--- src/design/block_video_frame_decoder_unit_defines.svh ---
// assertion macros for the video frame decoder
`ifndef BLOCK_VIDEO_FRAME_DECODER_UNIT_DEFINES_SVH
`define BLOCK_VIDEO_FRAME_DECODER_UNIT_DEFINES_SVH
`ifndef NO_ASSERTIONS
`define BVFD_ASSERT(lbl, prop) \
  lbl: assert property (@(posedge clk_i) disable iff (!rst_ni) prop) \
    else $error("bvfd assertion failed");
`define BVFD_ASSERT_ANY(lbl, prop) \
  lbl: assert property (@(posedge clk_i) prop) else $error("bvfd assertion failed");
`else
`define BVFD_ASSERT(lbl, prop)
`define BVFD_ASSERT_ANY(lbl, prop)
`endif
`endif

--- src/design/bvfd_pkg.sv ---
// shared types and constants of the video frame decoder
package bvfd_pkg;

  localparam int unsigned MaxColsDef      = 80;
  localparam int unsigned MaxRowsDef      = 50;
  localparam int unsigned ScreenStrideDef = 320;
  localparam int unsigned SquareSize      = 4;

  localparam int unsigned WidthW  = 7;
  localparam int unsigned HeightW = 6;
  localparam int unsigned CfgW    = 7;

  localparam logic [WidthW-1:0]  WidthReset  = 7'd80;
  localparam logic [HeightW-1:0] HeightReset = 6'd50;

  localparam logic CFG_WIDTH  = 1'b0;
  localparam logic CFG_HEIGHT = 1'b1;

  localparam logic [7:0] CMD_END     = 8'd0;
  localparam logic [7:0] CMD_PALETTE = 8'd1;
  localparam logic [7:0] CMD_CLEAR   = 8'd2;
  localparam logic [7:0] CMD_CODED   = 8'd3;
  localparam logic [7:0] CMD_FILL    = 8'd4;
  localparam logic [7:0] CMD_TWO     = 8'd5;
  localparam logic [7:0] CMD_REDRAW  = 8'd6;

  typedef enum logic [2:0] {
    KIND_PIXEL, KIND_RUN, KIND_FILL, KIND_CLEAR, KIND_PALETTE, KIND_END, KIND_BAD
  } kind_e;

  typedef struct packed {
    kind_e       kind;
    logic [15:0] addr;
    logic [7:0]  count;
    logic [7:0]  value;
    logic        mask;
    logic [7:0]  colour_one;
    logic [7:0]  bits;
  } desc_t;

endpackage

--- src/design/bvfd_emit.sv ---
// result queue and pixel burst serializer
`include "block_video_frame_decoder_unit_defines.svh"
module bvfd_emit #(
  parameter int unsigned SCREEN_STRIDE = bvfd_pkg::ScreenStrideDef
) (
  input  logic            clk_i,
  input  logic            rst_ni,
  input  logic            push_i,
  input  bvfd_pkg::desc_t desc_i,
  output logic            space_o,
  output logic            valid_o,
  input  logic            ready_i,
  output bvfd_pkg::kind_e kind_o,
  output logic [15:0]     addr_o,
  output logic [7:0]      count_o,
  output logic [7:0]      value_o,
  output logic            last_o
);

  bvfd_pkg::desc_t ent_q [2];
  bvfd_pkg::desc_t head;
  logic       wp_q, rp_q;
  logic [1:0] cnt_q;
  logic [2:0] idx_q;
  logic       pop;

  assign head    = ent_q[rp_q];
  assign valid_o = cnt_q != 2'd0;
  assign space_o = cnt_q != 2'd2;
  assign kind_o  = head.kind;
  assign count_o = head.count;
  assign last_o  = !head.mask || idx_q == 3'd7;
  assign addr_o  = head.mask ?
                   head.addr + (idx_q[2] ? 16'(SCREEN_STRIDE) : 16'd0) + 16'(idx_q[1:0]) :
                   head.addr;
  assign value_o = (head.mask && head.bits[idx_q]) ? head.colour_one : head.value;
  assign pop     = valid_o && ready_i && last_o;

  always_ff @(posedge clk_i) begin
    if (push_i) ent_q[wp_q] <= desc_i;
  end

  always_ff @(posedge clk_i or negedge rst_ni) begin
    if (!rst_ni) begin
      wp_q <= 1'b0; rp_q <= 1'b0; cnt_q <= 2'd0; idx_q <= 3'd0;
    end else begin
      if (push_i) wp_q <= !wp_q;
      if (pop) rp_q <= !rp_q;
      cnt_q <= cnt_q + 2'(push_i) - 2'(pop);
      if (valid_o && ready_i) idx_q <= last_o ? 3'd0 : idx_q + 3'd1;
    end
  end

  `BVFD_ASSERT(a_no_overflow, push_i |-> cnt_q != 2'd2)
  `BVFD_ASSERT(a_idx_mask_only, idx_q != 3'd0 |-> (valid_o && head.mask))
  `BVFD_ASSERT(a_stall_holds_idx, (valid_o && !ready_i) |=> $stable(idx_q))

endmodule

--- config.mk ---
export PLATFORM = sky130hd
export DESIGN_NAME = bvfd_emit
export DESIGN_NICKNAME = d
export VERILOG_FILES = /design/src/design/bvfd_pkg.sv /design/src/design/bvfd_emit.sv
export VERILOG_INCLUDE_DIRS = /design/src /design/src/design
export SDC_FILE = /design/constraint.sdc
export NUM_CORES = 1
export LEC_CHECK = 0
export ABC_AREA = 1
export BUFFER_PORTS_ARGS = -buffer_cell sky130_fd_sc_hd__buf_2
export CAP_MARGIN = 20
export CORE_ASPECT_RATIO = 0.9
export CORE_MARGIN = 2
export CORE_UTILIZATION = 50
export DETAILED_ROUTE_END_ITERATION = 7
export HOLD_SLACK_MARGIN = 0.05
export PLACE_DENSITY = 0.84
export SYNTH_ARGS = -nofsm -noshare
export SYNTH_HDL_FRONTEND = slang
export SYNTH_SLANG_ARGS = --single-unit
export TNS_END_PERCENT = 20
--- constraint.sdc ---
create_clock -name clk_i -period 7.58 [get_ports clk_i]
set_input_delay 0.379 -clock clk_i [delete_from_list [all_inputs] [get_ports clk_i]]
set_output_delay 0.379 -clock clk_i [all_outputs]
set_load 0.02 [all_outputs]
# After elaboration in Yosys (flattened, before gate mapping)
# Memory sizes are Yosys's and may differ from the RTL's.
# Index checks and enable logic that the tools add are counted.
dict set report totals {
  reg_bits 7
  mem_bits_rw 104
  out_inout_bits 38
  memories 1
}
dict set report op_classes {
  add_sub_neg 5
  magnitude_cmp 1
  eq_ne 2
  mux 8
  n_reduce_logical 8
}
# name depth width rd rd_clocked_by_memory_dff write_ports line_no
set memory_table {}
lappend memory_table {ent_q 2 52 1 0 1 bvfd_emit.sv:20} ;# bvfd_pkg::desc_t ent_q [2];
# operator n
set ops {}
lappend ops {{$add A16 B2 Y16} 1}
lappend ops {{$add A16 B9 Y16} 1}
lappend ops {{$mux W16} 1}
lappend ops {{$mux W9} 1}
lappend ops {{$mux W8} 1}
lappend ops {{$lt A3 B4 Y1 const B} 1}
lappend ops {{$add A3 B1 Y3 const B} 1}
lappend ops {{$bmux W1 S3} 1}
lappend ops {{$eq A3 B3 Y1 const B} 1}
lappend ops {{$logic_and A1 B1 Y1} 3}
lappend ops {{$logic_not A1 Y1} 3}
lappend ops {{$mux W1} 3}
lappend ops {{$mux W3} 1}
lappend ops {{$add A2 B1 Y2} 1}
lappend ops {{$ne A2 B2 Y1 const B} 1}
lappend ops {{$reduce_bool A2 Y1} 1}
lappend ops {{$sub A2 B1 Y2} 1}
lappend ops {{$logic_or A1 B1 Y1} 1}

# Longest topological paths before layout
# An unclocked memory read counts as a cell.
dict set report depth {
  word_depth 5
  mapped_depth 15
}

# Worst setup path after synthesis
# No wires, ideal clock.
dict set report synth_timing {
  kind {input to register}
  start {in push_i}
  end {mem ent_q[0][0] (netlist name) (enable)}
  setup_time_ps 463
  arrival_time_ps 2602
  required_time_ps 7117
  setup_slack_ps 4514
  cell_stages 2
  n_path_buf 0
  path_cell_list {inv_1 > nor2_1}
}
dict set report synth_via {
  elab_chain_cells 2
}
# element line_no
set synth_lines {}
lappend synth_lines {{start, declared} bvfd_emit.sv:8} ;# input logic push_i,
lappend synth_lines {{$mux W1} bvfd_emit.sv:40} ;# if (push_i) ent_q[wp_q] <= desc_i;
lappend synth_lines {{$mux W1 (not written as such)} bvfd_emit.sv:40}
lappend synth_lines {{end, declared} bvfd_emit.sv:20}
# No other way between the ends.

# Worst setup path after layout
dict set report layout_timing {
  start {reg rp_q}
  end {out addr_o[12]}
}
dict set report layout_via {
  elab_chain_cells 4
}
# element line_no
set layout_lines {}
lappend layout_lines {{start, declared} bvfd_emit.sv:22} ;# logic wp_q, rp_q;
lappend layout_lines {{start signal, assigned} bvfd_emit.sv:48} ;# if (pop) rp_q <= !rp_q;
lappend layout_lines {{$mem_v2 Z2 W52 *} n/a}
lappend layout_lines {{$add A16 B9 Y16} bvfd_emit.sv:34} ;# head.addr + (idx_q[2] ? 16'(SCREEN_STRIDE) : 16'd0) + 16'(idx_q[1:0]) :
lappend layout_lines {{$add A16 B2 Y16} bvfd_emit.sv:34}
lappend layout_lines {{$mux W16 *} bvfd_emit.sv:33} ;# assign addr_o = head.mask ?
lappend layout_lines {{end, declared} bvfd_emit.sv:14} ;# output logic [15:0] addr_o,
# Every way passes the cells marked *; elsewhere a longest branch is shown, timed or not.

==> impl_table.tex <==
\begin{tabular}{lr}
\hline
Metric & Value \\
\hline
\multicolumn{2}{l}{\textbf{Power}} \\
\quad Sequential share of power & 0.367 \\
\quad Leakage power & about 2.5 nW \\
\quad Sw Ratio & 0.4428 \\
\quad Power density relative to cell area & approximately 410 nW/um\^{}2 \\
\quad Sw power & 1.045 mW \\
\quad Share of power burned in combinational logic & 0.477 \\
\quad Worst IR drop on VDD & 271.8 uV \\
\quad Internal power & 1.316 mW \\
\quad Clock network fraction of total power & 0.156 \\
\multicolumn{2}{l}{\textbf{Global route}} \\
\quad Total global routing overflow & 0 \\
\quad Number of global-route vias before repair & 3,542 \\
\quad Combined global-route utilization of all metal layers & 0.1931 \\
\quad Antenna violations before repair & 1 \\
\quad First-pass GRT wire length & 16.33 mm \\
\quad Pin count of the biggest net entering global routing & 62 \\
\multicolumn{2}{l}{\textbf{STA}} \\
\quad Measured slew at the worst slew-check pin & 0.7418 ns \\
\quad Unrepaired setup endpoints after global routing & false \\
\quad Post-layout worst setup margin & 4.167 ns \\
\quad Relative slew slack & 0.5049 \\
\quad Slew Viols, Final & 0 \\
\quad Sum of negative setup slack & 0 ns \\
\quad Count of final setup violators & 0 \\
\quad Time the final worst path needs with I/O delays and setup & 3.413 ns \\
\quad Count of endpoints failing hold in the final timing report & 0 \\
\quad Clock skew & 0.01301 ns \\
\quad Maximum clock rate & between 200 and 300 MHz \\
\quad Fraction of the cycle the final worst path needs & 0.4503 \\
\multicolumn{2}{l}{\textbf{Setup path}} \\
\quad Minimum setup slack among reg-to-reg paths & 5.09 ns \\
\quad Critical Path Start & rp\_q\$\_DFFE\_PN0P\_ \\
\quad Required arrival time at the worst endpoint & 7.20 ns \\
\quad Kind of end point of the critical path & primary output \\
\quad Category of the critical setup timing path & flip-flop to primary output \\
\quad Critical path peak fanout & 61 \\
\quad Crit path capture & addr\_o[12] \\
\quad Beginning of the worst register-to-register path & rp\_q\$\_DFFE\_PN0P\_ \\
\quad Kind of start point of the critical path & flip-flop \\
\quad Reg2Reg Depth & 8 \\
\quad RR Endpoint & cnt\_q[1]\$\_DFF\_PN0\_ \\
\quad Arrival time of data at the critical path endpoint & 3.03 ns \\
\multicolumn{2}{l}{\textbf{Routing}} \\
\quad 1st-pass router iterations & 5 \\
\quad Detailed Route WL & 9.850 mm \\
\quad Average via count per standard cell & a little over 5 \\
\quad Via count & $\sim$3,500 \\
\quad Count of routing violations after the opening detailed-route iteration & 230 \\
\quad Drt wl/cell & 14.25 um \\
\quad DRC viols & 0 \\
\quad Count of antenna-violating nets left after detailed routing & 0 \\
\multicolumn{2}{l}{\textbf{Logic synthesis}} \\
\quad Sequential cell area fraction in the yosys report & 0.6538 \\
\quad Most used flip-flop cell after synthesis & sky130\_fd\_sc\_hd\_\_edfxtp\_1 \\
\quad Yosys Warn Count & 0 \\
\quad Number of enable flip-flop cells after synthesis & 104 \\
\quad Gate Count Post-Synth & roughly 470 \\
\quad Library cell with the largest summed area after synthesis & sky130\_fd\_sc\_hd\_\_edfxtp\_1 \\
\quad Number of synthesized register bits & 111 \\
\quad Asr flop ratio synth & 0.06306 \\
\quad Net count after synthesis & between 500 and 600 \\
\quad Fraction of synthesized cell area taken by the top area cell type & 0.6190 \\
\quad Number of distinct library cells after synthesis & 32 \\
\quad Top area cells in the synthesized netlist & sky130\_fd\_sc\_hd\_\_edfxtp\_1, sky130\_fd\_sc\_hd\_\_nand2\_1, sky130\_fd\_sc\_hd\_\_dfrtp\_1 \\
\quad Post-synthesis cell area & 5045 sq um \\
\quad Mean post-synth cell area & 10.83 sq um \\
\multicolumn{2}{l}{\textbf{Clock tree}} \\
\quad Worst-skew pair later-pin latency & 0.36 ns \\
\quad CTS clk-pin slew, worst paths & 0.11 ns \\
\quad Count of cells resized by post-cts repair & 0 \\
\quad Root Driver & sky130\_fd\_sc\_hd\_\_clkbuf\_8 \\
\quad CTS tree & yes \\
\quad Clk sinks & 111 \\
\quad Worst-case clock buffer depth & 2 \\
\quad CTS hold repair buffers & 1 \\
\quad H-tree depth & 3 \\
\quad Post-CTS Repair Setup Buffers & 0 \\
\quad TritonCTS buffer count & 9 \\
\multicolumn{2}{l}{\textbf{Floorplan}} \\
\quad Core Footprint & 9742 sq um \\
\quad Row cnt & 34 \\
\quad Die outline width & 109.9 um \\
\quad Die area & 10,910 sq um \\
\quad Initial core utilization & 0.5179 \\
\quad Die Ht & 99.29 um \\
\quad Number of placed I/O pins & 94 \\
\multicolumn{2}{l}{\textbf{Final layout}} \\
\quad Antenna diode count & 0 \\
\quad Final nets & $\sim$630 \\
\quad Fillcell total & 801 \\
\quad Share of final-layout standard cells stronger than drive strength 1 & 0.2549 \\
\quad Area of the multi-input gates & 1483 sq um \\
\quad Most common library cell in the layout ignoring fill and taps & sky130\_fd\_sc\_hd\_\_nand2\_1 \\
\quad Leading cell types in the layout, fill and taps excluded & sky130\_fd\_sc\_hd\_\_nand2\_1, sky130\_fd\_sc\_hd\_\_edfxtp\_1, sky130\_fd\_sc\_hd\_\_buf\_2 \\
\quad Area taken by flip-flops and latches & 3299 sq um \\
\quad Layout Area Growth over Synthesis & 15.40\% \\
\multicolumn{2}{l}{\textbf{Place}} \\
\quad DPL Wire Length & between 6 and 7 mm \\
\quad Port Buffer Count & 93 \\
\quad GP Congestion & 0.9079 \\
\quad Pre-CTS setup slack & $\sim$4.6 ns \\
\multicolumn{2}{l}{\textbf{Flow run}} \\
\quad Max-cap viol count & 0 \\
\multicolumn{2}{l}{\textbf{Min path}} \\
\quad Worst hold-check path type & input pin to flip-flop \\
\multicolumn{2}{l}{\textbf{Status}} \\
\quad Status & complete, no violations \\
\hline
\end{tabular}
-- power groups by stage --
stage               Sequential [mW]  Combinational (mW)  Clock (mW)
floorplan                     0.868               0.844           0
global placement              0.875                1.09           0
detailed placement            0.881                1.13           0
CTS                           0.866                1.13       0.375
global route                  0.878                1.27       0.396
finish                        0.866                1.13       0.368
-- critical path, stage by stage, from the launching register on --
cell	delay, ns
sky130_fd_sc_hd__dfrtp_2	0.40
sky130_fd_sc_hd__buf_4	0.55
sky130_fd_sc_hd__nand2_1	0.15
sky130_fd_sc_hd__nand2_1	0.11
sky130_fd_sc_hd__ha_1	0.19
sky130_fd_sc_hd__inv_1	0.07
sky130_fd_sc_hd__fa_1	0.43
sky130_fd_sc_hd__nor2_4	0.18
sky130_fd_sc_hd__nand3_2	0.10
sky130_fd_sc_hd__nand2_4	0.09
sky130_fd_sc_hd__nand3_1	0.07
sky130_fd_sc_hd__nand2_1	0.10
sky130_fd_sc_hd__nand2_1	0.05
sky130_fd_sc_hd__buf_2	0.15
-- synthesized netlist by cell type, types with 5 or more instances --
library cell                 n
sky130_fd_sc_hd__ha_1        8
sky130_fd_sc_hd__nand2_1   168
sky130_fd_sc_hd__o21ai_1     7
sky130_fd_sc_hd__dfrtp_1     7
sky130_fd_sc_hd__o21ai_0    12
sky130_fd_sc_hd__nand2_4     5
sky130_fd_sc_hd__inv_1      40
sky130_fd_sc_hd__nor2_1     29
sky130_fd_sc_hd__nand3_1    32
sky130_fd_sc_hd__buf_6       5
sky130_fd_sc_hd__xnor2_1     5
sky130_fd_sc_hd__nand2_2     6
sky130_fd_sc_hd__edfxtp_1  104
-- worst min path at each step --
stage	start	end	slack (ns)	cells after the start
3_5_place_dp	rst_ni	cnt_q[1]$_DFF_PN0_	0.22	1
5_1_grt	desc_i[23]	ent_q[0][23]$_DFFE_PP_	0.17	1
3_3_place_gp	rst_ni	cnt_q[0]$_DFF_PN0_	0.22	1
2_1_floorplan	rst_ni	cnt_q[0]$_DFF_PN0_	0.08	0
4_1_cts	desc_i[3]	ent_q[1][3]$_DFFE_PP_	0.18	1
6_report	desc_i[3]	ent_q[1][3]$_DFFE_PP_	0.20	1
-- per-layer routing --
metal / track usage / up-vias / part of all wire
li1: - / 1730 / -
met1: 0.2500 / 1638 / 0.43
met2: 0.3270 / 128 / 0.49
met3: 0.05177 / 17 / 0.069
met4: 0.04187 / 2 / 0.011
met5: 0 / - / 0.0013
-- per-stage QoR --
stage | std cells | util | instance area, sq um | total power [mW] | hold WS, ns
after floorplan | 466 | - | 5045 | 1.713 | 0.08341
after global placement | 673 | 0.5728 | 5580 | 1.966 | 0.2163
after detailed placement | 674 | 0.5749 | 5600 | 2.010 | 0.2208
after CTS | 691 | 0.5976 | 5822 | 2.375 | 0.1776
after global routing | 691 | 0.5976 | 5822 | 2.540 | 0.1749
final | 691 | 0.5976 | 5822 | 2.361 | 0.1965
-- flip-flops by register name (all words and copies together), names as in the netlist --
| name | flops |
|---|---|
| cnt_q | 2 |
| ent_q | 104 |
| idx_q | 3 |
| rp_q | 1 |
| wp_q | 1 |
-- kinds of logic (layout without fill, tap and decap cells) --
kind of cell / count (synthesis) / in the layout / synth area share
AOI/OAI and AO/OA: 27 / 27 / 0.03075
xor gates and xnor gates: 9 / 9 / 0.01562
adders and majority gates: 9 / 9 / 0.02381
DFF: 111 / 111 / 0.6538
and+or+nand+nor: 254 / 254 / 0.2222
buffers and inverters: 56 / 155 / 0.05382
-- layout make-up --
class | instances | share of cell area
Multi-Input combinational cell | 299 | 0.2547
Clock buffer | 9 | 0.02128
Sequential cell | 111 | 0.5667
Timing Repair Buffer | 97 | 0.08769
Clock inverter | 7 | 0.01504
Inverter | 42 | 0.02751
Tap cell | 126 | 0.02708
Power figures use the tool's default switching activity.
